File: src/sv/assert_macros.svh
// ----------------------------------------------------------------------------
// assert_macros.svh
// Assertion macros shared by the escaper RTL.
// ----------------------------------------------------------------------------
`ifndef ASSERT_MACROS_SVH
`define ASSERT_MACROS_SVH

// check a property on every clock edge outside reset
`define HEB_ASSERT(lbl, clk, rstn, prop) \
    lbl: assert property (@(posedge clk) disable iff (!(rstn)) (prop)) \
        else $error("heb assertion failed");

// check a property on every clock edge, reset included
`define HEB_ASSERT_ALWAYS(lbl, clk, prop) \
    lbl: assert property (@(posedge clk) (prop)) \
        else $error("heb assertion failed");

`endif

File: src/sv/heb_pkg.sv
`timescale 1ns / 1ps
// ----------------------------------------------------------------------------
// heb_pkg
// Types, character codes and entity tables of the bounded HTML escaper.
// ----------------------------------------------------------------------------
package heb_pkg;

    localparam int CAP_W      = 16;
    localparam int APB_ADDR_W = 3;
    localparam int APB_DATA_W = 32;
    localparam int IDX_W      = 3;

    localparam logic [CAP_W-1:0] CAP_RESET = 16'd256;
    localparam logic             REG_DEST_CAPACITY = 1'b0;

    localparam logic [7:0] CH_NUL  = 8'h00;
    localparam logic [7:0] CH_LT   = 8'h3C;
    localparam logic [7:0] CH_GT   = 8'h3E;
    localparam logic [7:0] CH_AMP  = 8'h26;
    localparam logic [7:0] CH_QUOT = 8'h22;
    localparam logic [7:0] CH_APOS = 8'h27;

    localparam logic [47:0] ENT_LT   = 48'("&lt;");
    localparam logic [47:0] ENT_GT   = 48'("&gt;");
    localparam logic [47:0] ENT_AMP  = 48'("&amp;");
    localparam logic [47:0] ENT_QUOT = 48'("&quot;");
    localparam logic [47:0] ENT_APOS = 48'("&#39;");

    typedef enum logic [2:0] {
        JOB_CHAR,
        JOB_LT,
        JOB_GT,
        JOB_AMP,
        JOB_QUOT,
        JOB_APOS,
        JOB_END_OK,
        JOB_END_ERR
    } job_kind_t;

    typedef struct packed {
        job_kind_t  kind;
        logic [7:0] ch;
    } job_t;

    typedef struct packed {
        logic push;
        job_t job;
    } q_wr_t;

    typedef struct packed {
        logic valid;
        job_t job;
    } q_rd_t;

    function automatic logic [IDX_W-1:0] job_len(input job_kind_t kind);
        logic [IDX_W-1:0] len;
        unique case (kind)
            JOB_LT, JOB_GT:    len = 3'd4;
            JOB_AMP, JOB_APOS: len = 3'd5;
            JOB_QUOT:          len = 3'd6;
            default:           len = 3'd1;
        endcase
        return len;
    endfunction

    function automatic logic [7:0] job_byte(input job_kind_t kind, input logic [7:0] ch,
                                            input logic [IDX_W-1:0] idx);
        logic [47:0]      ent;
        logic [IDX_W-1:0] shift;
        logic [7:0]       b;
        shift = job_len(kind) - 3'd1 - idx;
        unique case (kind)
            JOB_LT:   ent = ENT_LT;
            JOB_GT:   ent = ENT_GT;
            JOB_AMP:  ent = ENT_AMP;
            JOB_QUOT: ent = ENT_QUOT;
            JOB_APOS: ent = ENT_APOS;
            default:  ent = '0;
        endcase
        unique case (kind)
            JOB_CHAR:                b = ch;
            JOB_END_OK, JOB_END_ERR: b = CH_NUL;
            default:                 b = 8'(ent >> {shift, 3'b000});
        endcase
        return b;
    endfunction

endpackage

File: src/sv/heb_queue.sv
`timescale 1ns / 1ps
`include "assert_macros.svh"
// ----------------------------------------------------------------------------
// heb_queue
// Short job queue between the classifier and the expander.
// ----------------------------------------------------------------------------
module heb_queue import heb_pkg::*; #(
    parameter int DEPTH = 4
) (
    input  logic  aclk,
    input  logic  aresetn,
    input  q_wr_t wr,
    output logic  full,
    input  logic  pop,
    output q_rd_t rd
);

    localparam int PTR_W = (DEPTH > 1) ? $clog2(DEPTH) : 1;
    localparam int CNT_W = $clog2(DEPTH + 1);
    localparam logic [PTR_W-1:0] LAST_PTR = PTR_W'(DEPTH - 1);
    localparam logic [CNT_W-1:0] FULL_CNT = CNT_W'(DEPTH);

    job_t             entries_reg [DEPTH];
    logic [PTR_W-1:0] wr_ptr_reg, wr_ptr_next;
    logic [PTR_W-1:0] rd_ptr_reg, rd_ptr_next;
    logic [CNT_W-1:0] count_reg, count_next;
    logic             do_pop;

    assign full     = (count_reg == FULL_CNT);
    assign rd.valid = (count_reg != '0);
    assign rd.job   = entries_reg[rd_ptr_reg];
    assign do_pop   = pop && rd.valid;

    always_comb begin
        wr_ptr_next = wr_ptr_reg;
        rd_ptr_next = rd_ptr_reg;
        count_next  = count_reg;
        if (wr.push) begin
            wr_ptr_next = (wr_ptr_reg == LAST_PTR) ? '0 : wr_ptr_reg + 1'b1;
        end
        if (do_pop) begin
            rd_ptr_next = (rd_ptr_reg == LAST_PTR) ? '0 : rd_ptr_reg + 1'b1;
        end
        if (wr.push && !do_pop) begin
            count_next = count_reg + 1'b1;
        end else if (!wr.push && do_pop) begin
            count_next = count_reg - 1'b1;
        end
    end

    always_ff @(posedge aclk) begin
        if (!aresetn) begin
            wr_ptr_reg <= '0;
            rd_ptr_reg <= '0;
            count_reg  <= '0;
        end else begin
            wr_ptr_reg <= wr_ptr_next;
            rd_ptr_reg <= rd_ptr_next;
            count_reg  <= count_next;
        end
    end

    always_ff @(posedge aclk) begin
        if (wr.push) begin
            entries_reg[wr_ptr_reg] <= wr.job;
        end
    end

    `HEB_ASSERT(a_no_push_full, aclk, aresetn, !(wr.push && full))
    `HEB_ASSERT(a_count_bound, aclk, aresetn, count_reg <= FULL_CNT)
    `HEB_ASSERT(a_pop_drains, aclk, aresetn,
        (do_pop && !wr.push) |=> count_reg == $past(count_reg) - 1'b1)

endmodule

File: src/sv/heb_front.sv
`timescale 1ns / 1ps
`include "assert_macros.svh"
// ----------------------------------------------------------------------------
// heb_front
// Accepts source words, tracks the output position against the capacity,
// and queues one job per word that yields output.
// ----------------------------------------------------------------------------
module heb_front import heb_pkg::*; #(
    parameter int POSITION_BITS = 16
) (
    input  logic             aclk,
    input  logic             aresetn,
    input  logic [CAP_W-1:0] capacity,
    input  logic             s_valid,
    output logic             s_ready,
    input  logic [7:0]       s_char_value,
    input  logic             q_full,
    output q_wr_t            wr
);

    localparam int CMP_W = ((POSITION_BITS > CAP_W) ? POSITION_BITS : CAP_W) + 1;
    localparam logic [CMP_W-1:0] LIMIT = CMP_W'(1) << POSITION_BITS;

    logic [POSITION_BITS-1:0] pos_reg, pos_next;
    logic                     err_reg, err_next;
    logic [CMP_W-1:0]         cap_w, pos_w, ent_len;
    logic                     accept, at_full, fits;
    job_kind_t                kind;

    assign s_ready = !q_full;
    assign accept  = s_valid && s_ready;

    always_comb begin
        cap_w = CMP_W'(capacity);
        if (cap_w == '0) begin
            cap_w = CMP_W'(1);
        end
        if (cap_w > LIMIT) begin
            cap_w = LIMIT;
        end
        pos_w = CMP_W'(pos_reg);
        unique case (s_char_value)
            CH_LT:   kind = JOB_LT;
            CH_GT:   kind = JOB_GT;
            CH_AMP:  kind = JOB_AMP;
            CH_QUOT: kind = JOB_QUOT;
            CH_APOS: kind = JOB_APOS;
            default: kind = JOB_CHAR;
        endcase
        ent_len = CMP_W'(job_len(kind));
        at_full = (pos_w >= cap_w - 1'b1);
        fits    = ((pos_w + ent_len) < cap_w);
    end

    always_comb begin
        wr.push     = 1'b0;
        wr.job.kind = kind;
        wr.job.ch   = s_char_value;
        pos_next    = pos_reg;
        err_next    = err_reg;
        if (accept) begin
            priority if (s_char_value == CH_NUL) begin
                wr.push     = !err_reg;
                wr.job.kind = JOB_END_OK;
                pos_next    = '0;
                err_next    = 1'b0;
            end else if (err_reg || at_full) begin
                wr.push = 1'b0;
            end else if (fits) begin
                wr.push  = 1'b1;
                pos_next = POSITION_BITS'(pos_w + ent_len);
            end else begin
                wr.push     = 1'b1;
                wr.job.kind = JOB_END_ERR;
                err_next    = 1'b1;
            end
        end
    end

    always_ff @(posedge aclk) begin
        if (!aresetn) begin
            pos_reg <= '0;
            err_reg <= 1'b0;
        end else begin
            pos_reg <= pos_next;
            err_reg <= err_next;
        end
    end

    `HEB_ASSERT(a_err_silent, aclk, aresetn, err_reg |-> !wr.push)
    `HEB_ASSERT(a_end_clears, aclk, aresetn,
        (accept && s_char_value == CH_NUL) |=> (pos_reg == '0 && !err_reg))
    `HEB_ASSERT(a_err_sets, aclk, aresetn,
        (wr.push && wr.job.kind == JOB_END_ERR) |=> err_reg)

endmodule

File: src/sv/heb_back.sv
`timescale 1ns / 1ps
`include "assert_macros.svh"
// ----------------------------------------------------------------------------
// heb_back
// Expands queued jobs into output words, one word per cycle while the
// receiver takes them, into the output register.
// ----------------------------------------------------------------------------
module heb_back import heb_pkg::*; (
    input  logic       aclk,
    input  logic       aresetn,
    input  q_rd_t      rd,
    output logic       pop,
    output logic       m_valid,
    input  logic       m_ready,
    output logic [7:0] m_out_char,
    output logic       m_end_of_output,
    output logic       m_status
);

    logic [IDX_W-1:0] idx_reg, idx_next;
    logic             valid_reg, valid_next;
    logic [7:0]       char_reg, char_next;
    logic             eoo_reg, eoo_next;
    logic             status_reg, status_next;
    logic [IDX_W-1:0] head_len;
    logic             load, last;

    assign head_len = job_len(rd.job.kind);
    assign load     = rd.valid && (!valid_reg || m_ready);
    assign last     = (idx_reg == head_len - 1'b1);
    assign pop      = load && last;

    always_comb begin
        idx_next    = idx_reg;
        valid_next  = valid_reg && !m_ready;
        char_next   = char_reg;
        eoo_next    = eoo_reg;
        status_next = status_reg;
        if (load) begin
            idx_next    = last ? '0 : idx_reg + 1'b1;
            valid_next  = 1'b1;
            char_next   = job_byte(rd.job.kind, rd.job.ch, idx_reg);
            eoo_next    = (rd.job.kind == JOB_END_OK) || (rd.job.kind == JOB_END_ERR);
            status_next = (rd.job.kind == JOB_END_ERR);
        end
    end

    always_ff @(posedge aclk) begin
        if (!aresetn) begin
            idx_reg   <= '0;
            valid_reg <= 1'b0;
        end else begin
            idx_reg   <= idx_next;
            valid_reg <= valid_next;
        end
    end

    always_ff @(posedge aclk) begin
        char_reg   <= char_next;
        eoo_reg    <= eoo_next;
        status_reg <= status_next;
    end

    assign m_valid         = valid_reg;
    assign m_out_char      = char_reg;
    assign m_end_of_output = eoo_reg;
    assign m_status        = status_reg;

    `HEB_ASSERT(a_idx_holds_head, aclk, aresetn, (idx_reg != '0) |-> rd.valid)
    `HEB_ASSERT(a_idx_in_range, aclk, aresetn, rd.valid |-> (idx_reg < head_len))
    `HEB_ASSERT(a_status_on_end, aclk, aresetn, (valid_reg && status_reg) |-> eoo_reg)

endmodule

File: src/sv/html_escape_bounded_core.sv
`timescale 1ns / 1ps
// ----------------------------------------------------------------------------
// html_escape_bounded_core
// Bounded HTML entity escaper: source words in, escaped words out.
// Path: a taken source word goes into the job queue, then the output register.
// Rate: one source word per cycle while the queue is not full; an entity word
// holds the queue head for 4 to 6 output words, one per cycle while taken.
// Reset: synchronous, active low; capacity returns to 256, position to zero.
// ----------------------------------------------------------------------------
module html_escape_bounded_core import heb_pkg::*; #(
    parameter int POSITION_BITS = 16,
    parameter int QUEUE_DEPTH   = 4
) (
    input  logic                  aclk,
    input  logic                  aresetn,
    input  logic                  psel,
    input  logic                  penable,
    input  logic                  pwrite,
    input  logic [APB_ADDR_W-1:0] paddr,
    input  logic [APB_DATA_W-1:0] pwdata,
    output logic [APB_DATA_W-1:0] prdata,
    output logic                  pready,
    input  logic                  s_valid,
    output logic                  s_ready,
    input  logic [7:0]            s_char_value,
    output logic                  m_valid,
    input  logic                  m_ready,
    output logic [7:0]            m_out_char,
    output logic                  m_end_of_output,
    output logic                  m_status
);

    logic [CAP_W-1:0] cap_reg, cap_next;
    logic             cfg_wr, q_full, pop;
    q_wr_t            wr;
    q_rd_t            rd;

    assign pready = 1'b1;
    assign cfg_wr = psel && penable && pwrite && (paddr[2] == REG_DEST_CAPACITY);
    assign cap_next = cfg_wr ? pwdata[CAP_W-1:0] : cap_reg;
    assign prdata = (paddr[2] == REG_DEST_CAPACITY) ? APB_DATA_W'(cap_reg) : '0;

    always_ff @(posedge aclk) begin
        if (!aresetn) begin
            cap_reg <= CAP_RESET;
        end else begin
            cap_reg <= cap_next;
        end
    end

    heb_front #(
        .POSITION_BITS(POSITION_BITS)
    ) u_front (
        .aclk         (aclk),
        .aresetn      (aresetn),
        .capacity     (cap_reg),
        .s_valid      (s_valid),
        .s_ready      (s_ready),
        .s_char_value (s_char_value),
        .q_full       (q_full),
        .wr           (wr)
    );

    heb_queue #(
        .DEPTH(QUEUE_DEPTH)
    ) u_queue (
        .aclk    (aclk),
        .aresetn (aresetn),
        .wr      (wr),
        .full    (q_full),
        .pop     (pop),
        .rd      (rd)
    );

    heb_back u_back (
        .aclk            (aclk),
        .aresetn         (aresetn),
        .rd              (rd),
        .pop             (pop),
        .m_valid         (m_valid),
        .m_ready         (m_ready),
        .m_out_char      (m_out_char),
        .m_end_of_output (m_end_of_output),
        .m_status        (m_status)
    );

endmodule

File: config.mk
export PLATFORM = sky130hd
export DESIGN_NAME = html_escape_bounded_core
export DESIGN_NICKNAME = d
export VERILOG_FILES = /design/src/sv/heb_pkg.sv /design/src/sv/heb_queue.sv /design/src/sv/heb_front.sv /design/src/sv/heb_back.sv /design/src/sv/html_escape_bounded_core.sv
export VERILOG_INCLUDE_DIRS = /design/src /design/src/sv
export SDC_FILE = /design/constraint.sdc
export NUM_CORES = 1
export LEC_CHECK = 0
export BUFFER_PORTS_ARGS = -buffer_cell sky130_fd_sc_hd__buf_2
export CORE_MARGIN = 2
export CORE_UTILIZATION = 48
export CTS_BUF_LIST = sky130_fd_sc_hd__clkbuf_8
export DETAILED_ROUTE_END_ITERATION = 12
export HOLD_SLACK_MARGIN = 0.15
export PLACE_DENSITY_LB_ADDON = 0.3
export REMOVE_ABC_BUFFERS = 1
export SYNTH_ARGS = -nofsm -noshare
export SYNTH_HDL_FRONTEND = slang
export SYNTH_HIERARCHICAL = 1
export SYNTH_SLANG_ARGS = --single-unit
File: constraint.sdc
create_clock -name aclk -period 5.65 [get_ports aclk]
set_clock_uncertainty 0.15 [all_clocks]
set_input_delay 0.565 -clock aclk [delete_from_list [all_inputs] [get_ports aclk]]
set_output_delay 0.565 -clock aclk [all_outputs]
set_load 0.05 [all_outputs]
* Word-level counts from Yosys, hierarchy flattened
Memories as Yosys holds them, arrays and structs flattened. A register that Yosys moved wholly into a read port is not among the register bits.
Cells that the tools add are included.
** Storage, ports and cells
- Memories kept :: 1
- Bits in writable memories :: 44
- Register bits :: 54
** Cells by class
- Add/subtract/negate cells :: 10
- Bitwise gates (word level) :: 1
- Multiplexer cells :: 31
- Reductions and logical operators :: 32
- Shift operators :: 1
- Eq/ne operators :: 23
- Magnitude comparators :: 3
** Memory list
- u_queue.entries_reg :: depth 4, width 11, read ports 1, clocked after memory_dff 1, wr ports 1, RTL line heb_queue.sv:23 : job_t entries_reg [DEPTH];
** Operators with widths (count)
- case mux 46 bit (5 select lines) :: 1
- two-way mux 16 bit :: 5
- two-way mux 48 bit :: 1
- >> shifter 48 x 6 -> 8 bit :: 1
- == test 8 x 6 -> 1 bit (second input constant) :: 5
- == test 3 bit (second input constant) :: 7
- two-way mux 3 bit :: 6
- case mux 3 bit (3 select lines) :: 2
- adder 16 x 3 -> 17 bit :: 1
- greater-or-equal comparator 16 x 17 -> 1 bit :: 1
- > comparator 16 x 17 -> 1 bit (second input constant) :: 1
- < comparator 17 bit :: 1
- two-way mux 17 bit :: 1
- subtractor 17 x 1 -> 17 bit (second input constant) :: 1
- zero test 16 bit :: 1
- case mux 8 bit (2 select lines) :: 1
- case mux 3 bit (5 select lines) :: 1
- == test 3 x 2 -> 1 bit (second input constant) :: 4
- logical AND 1 bit :: 10
- OR reduction 2 bit :: 5
- subtractor 3 x 1 -> 3 bit (second input constant) :: 3
- zero test 8 bit :: 1
- two-way mux 2 bit :: 4
- two-way mux 4 bit :: 2
- 16 further kinds :: 35

* Longest topological paths before layout
Gate-level depths: netlist of the first run.
- Word-level depth :: 15
- Mapped depth :: 21
- Gate-level depth less buffers :: 20

* Modules after synthesis
Netlist of the first run, hierarchy kept.
** Modules (own cells, without submodules)
- heb_front :: cells an instance 276, instances 1, area each 2253.4 um^2
- heb_queue :: cells an instance 103, instances 1, area each 2062.0 um^2
- heb_back :: cells an instance 133, instances 1, area each 1177.4 um^2
- html_escape_bounded_core :: cells an instance 106, instances 1, area each 912.1 um^2

* Worst setup path before layout of the first run
Ideal clock, no wire load.
- Path type :: flip-flop to flip-flop
- Start point :: reg cap_reg[6]
- End point :: reg u_queue.count_reg[2]
- Cell stages (with the launch flop) :: 20
- Period minus slack after synthesis :: 4.780 ns
- Library setup time :: 0.076 ns
- Slack :: 0.870 ns
- Data required time :: 5.424 ns
- Buffers on the path :: 0
- Arrival :: 4.555 ns
- Path through :: dfxtp_1 -> or4_4 -> nand4b_4 -> and2_2 -> ha_1 -> and3_2 -> nand3_1 -> xnor2_1 -> ha_1 -> or3_1 -> a211oi_2 -> o211ai_2 -> o21a_4 -> a22oi_1 -> ha_1 -> inv_1 -> fa_1 -> xor2_1 -> or3_1 -> a21boi_0
** RTL lines
- start, declared :: RTL line html_escape_bounded_core.sv:33 : logic [CAP_W-1:0] cap_reg, cap_next;
- start signal, assigned :: RTL line html_escape_bounded_core.sv:47 : cap_reg <= cap_next;
- end signal, assigned :: RTL line heb_queue.sv:59 : count_reg <= count_next;
- end, declared :: RTL line heb_queue.sv:26 : logic [CNT_W-1:0] count_reg, count_next;

==> summary.md, run 1 <==
| Metric | Value |
|---|---|
| Post-synthesis register bit count | `100` |
| DR vias | `4,739` |
| Final period util | `92.0%` |
| Top Layer Used | `met4` |
| RSZ-0062 raised after global routing | `no` |
| Gr usage total | `20.2%` |
| Post_cts resized | `0` |
| Routed Antenna Nets | `0` |
| Setup Buffers After CTS | `0` |
| Max cap viols | `0` |
| Ys Warns | `6` |
| PwrDens | `379 nW/um^2` |
| Outcome | `finished, final reports clean` |
| Endpoints failing hold | `0` |
| Number of placement rows | `42` |
| Largest register FFs | `44` |
| Top-area cell type share of the netlist area | `25.3%` |
| Routability cong. | `0.843` |
| Final net count | `762` |
| Area contributors post-synth | `edfxtp_1 (25%), dfxtp_1 (14%), ha_1 (9.0%)` |
| Hold Path Depth | `3` |
| Total Wirelength | `13,900 um` |
| Layout cell share with drive strength beyond 1 | `18.7%` |
| Worst R2R Path Depth | `20` |
| Largest net degree at the start of global routing | `46` |
| Placed wire-length estimate | `10,400 um` |
| Synth cell types | `77` |
| H-tree levels | `3` |
| CP top delay family | `compound AO/OA/AOI/OAI gates` |
| Worst path max stage delay | `0.49 ns` |
| Cell accounting for the most synthesized area | `edfxtp_1` |
| WP data arrival | `5.37 ns` |
| Met1 Wirelength | `6040 um` |
| CP Cell Sequence | `or4_4 > nand4b_4 > nand3_1 > nor4_1 > nand3_1 > o41ai_1 > ha_1 > nand2_1 > a21oi_1 > a211oi_1 > o211ai_2 > o21a_4 > a22oi_1 > buf_4 > ha_1 > inv_1 > fa_1 > xor2_1 > or3_1 > a21boi_0` |
| Initial Util | `48.8%` |
| WL met2 | `6880 um` |
| R2R setup slack | `0.45 ns` |
| Register area share after synthesis | `39.7%` |
| Syn Area/Cell | `10.4 sq um` |
| Static leakage | `2.82 nW` |
| Io pins | `95` |
| Min-Delay Endpoint | `cap_reg[13]$_SDFFE_PN0P_` |
| CTS tree | `done` |
| Gate Count Post-Synth | `618` |
| Clock sinks | `100` |
| Clock Pin Slew Worst Setup and Hold Paths | `0.10 ns` |
| Fillers | `1,189` |
| EDFF count, synth | `54` |
| Worst-skew pair later-pin latency | `0.38 ns` |
| Detailed Routing Iterations Pass 1 | `5` |
| Worst Path Buf+Inv | `2` |
| Port Buf Inserts | `59` |
| Final Setup Violations | `0` |
| Reg2reg end | `u_queue/count_reg[2]$_SDFFE_PN0P_` |
| Reg2Reg Launch Point | `cap_reg[8]$_SDFFE_PN1P_` |
| Cts hold-fix bufs | `0` |
| DR WL met3 | `723 um` |
| Vias per cell | `5.61` |
| Routed len/inst | `16.5 um` |
| CTS root buf | `clkbuf_8` |
| Setup crit start kind | `flop` |
| Antenna fix cells | `0` |
| Worst Setup End Kind | `flop` |
| Synth-to-layout area growth | `7.27%` |
| Iter 0 DRT Violations | `379` |
| Synthesized cell area | `6400 sq um` |
| Drt drc | `0` |
| Slowest-stage cell, CP | `dfxtp_1` |
| Core box area | `13,100 sq um` |
| Die Ht | `120 um` |
| FFs w/ async S/R, synth | `0%` |
| CP Class | `flop to flop` |
| Hold_sp | `pwdata[13]` |
| Worst hold path class | `input pin to flop` |
| Core Util, Final | `52.3%` |
| Die Area | `14,300 sq um` |
| Initial antenna violation count | `0` |
| Maximum fanout along the worst path | `7` |
| Die X | `120 um` |
| Ys flop type | `edfxtp_1` |
| Slew HR | `38.8%` |
| CTS max path bufs | `2` |
| Crit path time final | `5.20 ns` |
| Max Transition Viols Final | `0` |
| Number of buffers created by CTS | `9` |
| Worst-Margin Slew | `0.917 ns` |
| GRT overflow | `0` |
| Maximum vdd drop | `197 uV` |
| Required @ worst endpoint | `5.82 ns` |
| Vias in the first global route | `4,674` |
| Setup TNS | `0 ns` |
| First-pass GRT wire length | `22,900 um` |
| Max Freq | `192 MHz` |
-- worst max path at each step --
stage,to,depth (start not counted),startpoint
after detailed placement,u_queue/count_reg[2]$_SDFFE_PN0P_,20,cap_reg[8]$_SDFFE_PN1P_
after floorplan,u_queue/count_reg[2]$_SDFFE_PN0P_,19,cap_reg[6]$_SDFFE_PN0P_
after global placement,u_queue/count_reg[2]$_SDFFE_PN0P_,20,cap_reg[8]$_SDFFE_PN1P_
after CTS,u_queue/count_reg[2]$_SDFFE_PN0P_,20,cap_reg[8]$_SDFFE_PN1P_
after global routing,u_queue/count_reg[2]$_SDFFE_PN0P_,20,cap_reg[7]$_SDFFE_PN0P_
final,u_queue/count_reg[2]$_SDFFE_PN0P_,20,cap_reg[8]$_SDFFE_PN1P_
-- cells in the final DEF, fill, tap and decap left out, types with 9 or more instances in the layout --
cell / count
ha_1: 46
a22o_1: 12
mux2i_1: 21
nor2_1: 33
dfxtp_1: 46
mux4_2: 10
clkbuf_8: 9
nand3_1: 21
o21ai_0: 18
a21o_1: 14
buf_2: 59
nand2_1: 65
nor2b_1: 22
a21oi_1: 26
conb_1: 17
edfxtp_1: 54
xor2_1: 9
inv_1: 31
xnor2_1: 23
-- worst register-to-register path: cells and delay by family (launching register included) --
kind / cells / cell delay, ns
AND/OR/NAND/NOR: 7 / 1.53
adder cells (fa/ha/maj): 3 / 0.92
buffers and inverters: 2 / 0.24
flip-flops: 1 / 0.49
XOR/XNOR: 1 / 0.18
AO/OA/AOI/OAI: 7 / 1.61
-- power by group --
group | switching (mW) | internal, mW
clock | 0.258 | 0.161
combinational | 0.796 | 0.431
sequential | 0.0553 | 0.904
-- cell usage after synthesis (all sizes together) (3+ instances only) --
library cell / n
fa: 3
buf: 35
a21oi: 28
and2: 8
a31oi: 4
ha: 46
a2111oi: 5
and3: 5
dfxtp: 46
nor4: 7
o21ai: 19
or3: 5
mux4: 11
nor2b: 22
edfxtp: 54
nor3: 9
a21boi: 3
and2b: 6
nand4: 7
a22o: 13
inv: 31
a211oi: 5
a21o: 15
nand3: 21
nand2b: 6
o31ai: 3
xnor2: 23
nor2: 35
nand2: 65
clkbuf: 8
mux2i: 21
xor2: 10
or4: 3
o41ai: 4
or2: 4
a221o: 3
-- logic make-up after synthesis --
kind of cell | Yosys count | synth area share [%]
muxes | 33 | 7.38
DFF | 100 | 39.7
buffers and inverters | 74 | 6.52
adders and majority gates | 49 | 9.92
AOI/OAI and AO/OA | 118 | 13.9
other | 2 | 0.117
xor gates and xnor gates | 33 | 4.63
and+or+nand+nor | 209 | 17.9
-- metal layers --
metal	track usage (%)	vias up
li1	-	2295
met1	24.9	2267
met2	35.1	160
met3	3.23	17
met4	8.31	0
met5	0	-
-- through the flow --
stage | hold WS, ns | total power [mW] | worst slack, ns | area (sq um) | instances
finish | 0.265 | 2.61 | 0.451 | 6870 | 844
global route | 0.262 | 2.77 | 0.114 | 6870 | 844
CTS | 0.239 | 2.62 | 0.480 | 6870 | 844
detailed placement | 0.341 | 2.20 | 0.533 | 6700 | 828
global placement | 0.322 | 2.16 | 0.581 | 6700 | 828
floorplan | 0.302 | 1.91 | 0.870 | 6160 | 590
-- final cells by class --
class                           count  area (sq um)  area share, %
Multi-Input combinational cell    459          3500           51.0
Sequential cell                   100          2540           37.0
Timing Repair Buffer               62           318           4.63
Tap cell                          176           220           3.21
Clock buffer                        9           124           1.80
Inverter                           31           116           1.69
Clock inverter                      7          48.8          0.710
Power figures use the tool's default switching activity.
==> run 2: changes to the inputs <==
--- a/config.mk
+++ b/config.mk
@@ -8,7 +8,7 @@
 export LEC_CHECK = 0
 export BUFFER_PORTS_ARGS = -buffer_cell sky130_fd_sc_hd__buf_2
 export CORE_MARGIN = 2
-export CORE_UTILIZATION = 48
+export CORE_UTILIZATION = 60
 export CTS_BUF_LIST = sky130_fd_sc_hd__clkbuf_8
 export DETAILED_ROUTE_END_ITERATION = 12
 export HOLD_SLACK_MARGIN = 0.15
==> summary.md, run 2 (synthesis results as in run 1) <==
| Metric | Value |
|---|---|
| Outcome | `finished, final reports clean` |
| Final Setup Violations | `0` |
| Number of placement rows | `37` |
| Gr usage total | `24.2%` |
| Largest register FFs | `44` |
| Initial antenna violation count | `0` |
| Layout cell share with drive strength beyond 1 | `18.4%` |
| Die X | `107 um` |
| Static leakage | `2.83 nW` |
| CTS max path bufs | `2` |
| Crit path time final | `5.07 ns` |
| Worst Path Buf+Inv | `2` |
| Worst hold path class | `input pin to flop` |
| CP Cell Sequence | `or4_4 > nand4b_4 > and2_2 > ha_1 > and3_2 > nand3_1 > xnor2_1 > ha_1 > or3_1 > a211oi_2 > o211ai_2 > o21a_4 > a22oi_1 > buf_4 > ha_1 > inv_1 > fa_1 > xor2_1 > or3_1 > a21boi_0` |
| Max Transition Viols Final | `0` |
| Final net count | `762` |
| Drt drc | `0` |
| CP Class | `flop to flop` |
| Io pins | `95` |
| Area of the multi-input gates | `3500 sq um` |
| Setup crit start kind | `flop` |
| Maximum vdd drop | `383 uV` |
| Required @ worst endpoint | `5.79 ns` |
| Core box area | `10,300 sq um` |
| Post_cts resized | `0` |
| Port Buf Inserts | `59` |
| Vias per cell | `5.96` |
| RSZ-0062 raised after global routing | `no` |
| Maximum fanout along the worst path | `7` |
| Worst Setup End Kind | `flop` |
| Placed wire-length estimate | `10,300 um` |
| Max cap viols | `0` |
| Die Area | `11,500 sq um` |
| First-pass GRT wire length | `21,900 um` |
| Hold Path Depth | `3` |
| Clock Pin Slew Worst Setup and Hold Paths | `0.09 ns` |
| H-tree levels | `3` |
| WP data arrival | `5.21 ns` |
| Total Wirelength | `13,600 um` |
| Slowest-stage cell, CP | `or4_4` |
| CP dominant cell by count | `ha_1` |
| Worst-skew pair later-pin latency | `0.36 ns` |
| CP top delay family | `simple AND/OR/NAND/NOR gates` |
| CTS tree | `done` |
| Routed Antenna Nets | `0` |
| Routed len/inst | `16.9 um` |
| Detailed Routing Iterations Pass 1 | `5` |
| Final period util | `89.8%` |
| Die Ht | `107 um` |
| Critical path depth in cells | `20` |
| Commonest non-fill, non-tap cell in the layout | `nand2_1` |
| Setup Buffers After CTS | `0` |
| Vias in the first global route | `4,574` |
| Worst path max stage delay | `0.58 ns` |
| Routability cong. | `0.900` |
| Antenna fix cells | `0` |
| Cts hold-fix bufs | `0` |
| Iter 0 DRT Violations | `303` |
| Storage cell area | `2540 sq um` |
| Largest net degree at the start of global routing | `46` |
| Fillers | `807` |
| Design Power | `2.63 mW` |
| GRT overflow | `0` |
| Setup TNS | `0 ns` |
| Number of buffers created by CTS | `9` |
| Max Freq | `197 MHz` |
| Endpoints failing hold | `0` |
| Slew HR | `37.1%` |
| Initial Util | `62.0%` |
| Worst R2R Path Depth | `20` |
| Worst-Margin Slew | `0.943 ns` |
| DR vias | `4,795` |
| Clock sinks | `100` |
| CTS root buf | `clkbuf_8` |
| PwrDens | `384 nW/um^2` |
| Synth-to-layout area growth | `6.64%` |
| Most frequent cells in the layout | `nand2_1 (65), buf_2 (59), edfxtp_1 (54), dfxtp_1 (46), ha_1 (46)` |
| Hold_ws | `0.284 ns` |
run 2: final timing paths:
kind / to / slack (ns) / startpoint
worst min register to register: cap_reg[0]$_SDFFE_PN0P_ / 0.37 / cap_reg[0]$_SDFFE_PN0P_
worst max-delay path: u_queue/count_reg[2]$_SDFFE_PN0P_ / 0.58 / cap_reg[6]$_SDFFE_PN0P_
worst min-delay path: cap_reg[15]$_SDFFE_PN0P_ / 0.28 / pwdata[15]
worst max register to register: u_queue/count_reg[2]$_SDFFE_PN0P_ / 0.58 / cap_reg[6]$_SDFFE_PN0P_
run 2: report_power, final:
group	total [mW]	internal, mW	switching (mW)
sequential	0.957	0.904	0.0531
combinational	1.23	0.430	0.797
clock	0.441	0.200	0.242
total	2.63	1.53	1.09
run 2: cell type report:
cell class | instances | area share [%]
multi-input cells | 459 | 51.3
flip-flops and latches | 100 | 37.2
repair buffers | 62 | 4.65
well taps | 136 | 2.49
clock buffers | 9 | 1.81
inverters | 31 | 1.70
clock inverters | 7 | 0.861
run 2: stage by stage:
step | instance area, sq um | util (%) | setup slack (ns) | cells
floorplan | 6160 | - | 0.870 | 590
finish | 6830 | 66.2 | 0.579 | 804
global placement | 6650 | 64.4 | 0.728 | 788
global route | 6830 | 66.2 | 0.259 | 804
CTS | 6830 | 66.2 | 0.572 | 804
detailed placement | 6650 | 64.4 | 0.601 | 788
run 2: tightest hold or removal path, cell delays in order:
cell,delay (ns)
buf_2,0.09
nand2_1,0.04
mux2i_1,0.05
run 2: layer usage:
| layer | routed length [um] | GRT usage (%) |
|---|---|---|
| met1 | 5640 | 30.1 |
| met2 | 6730 | 41.5 |
| met3 | 850 | 5.21 |
| met4 | 353 | 9.09 |
| met5 | 0 | 0 |
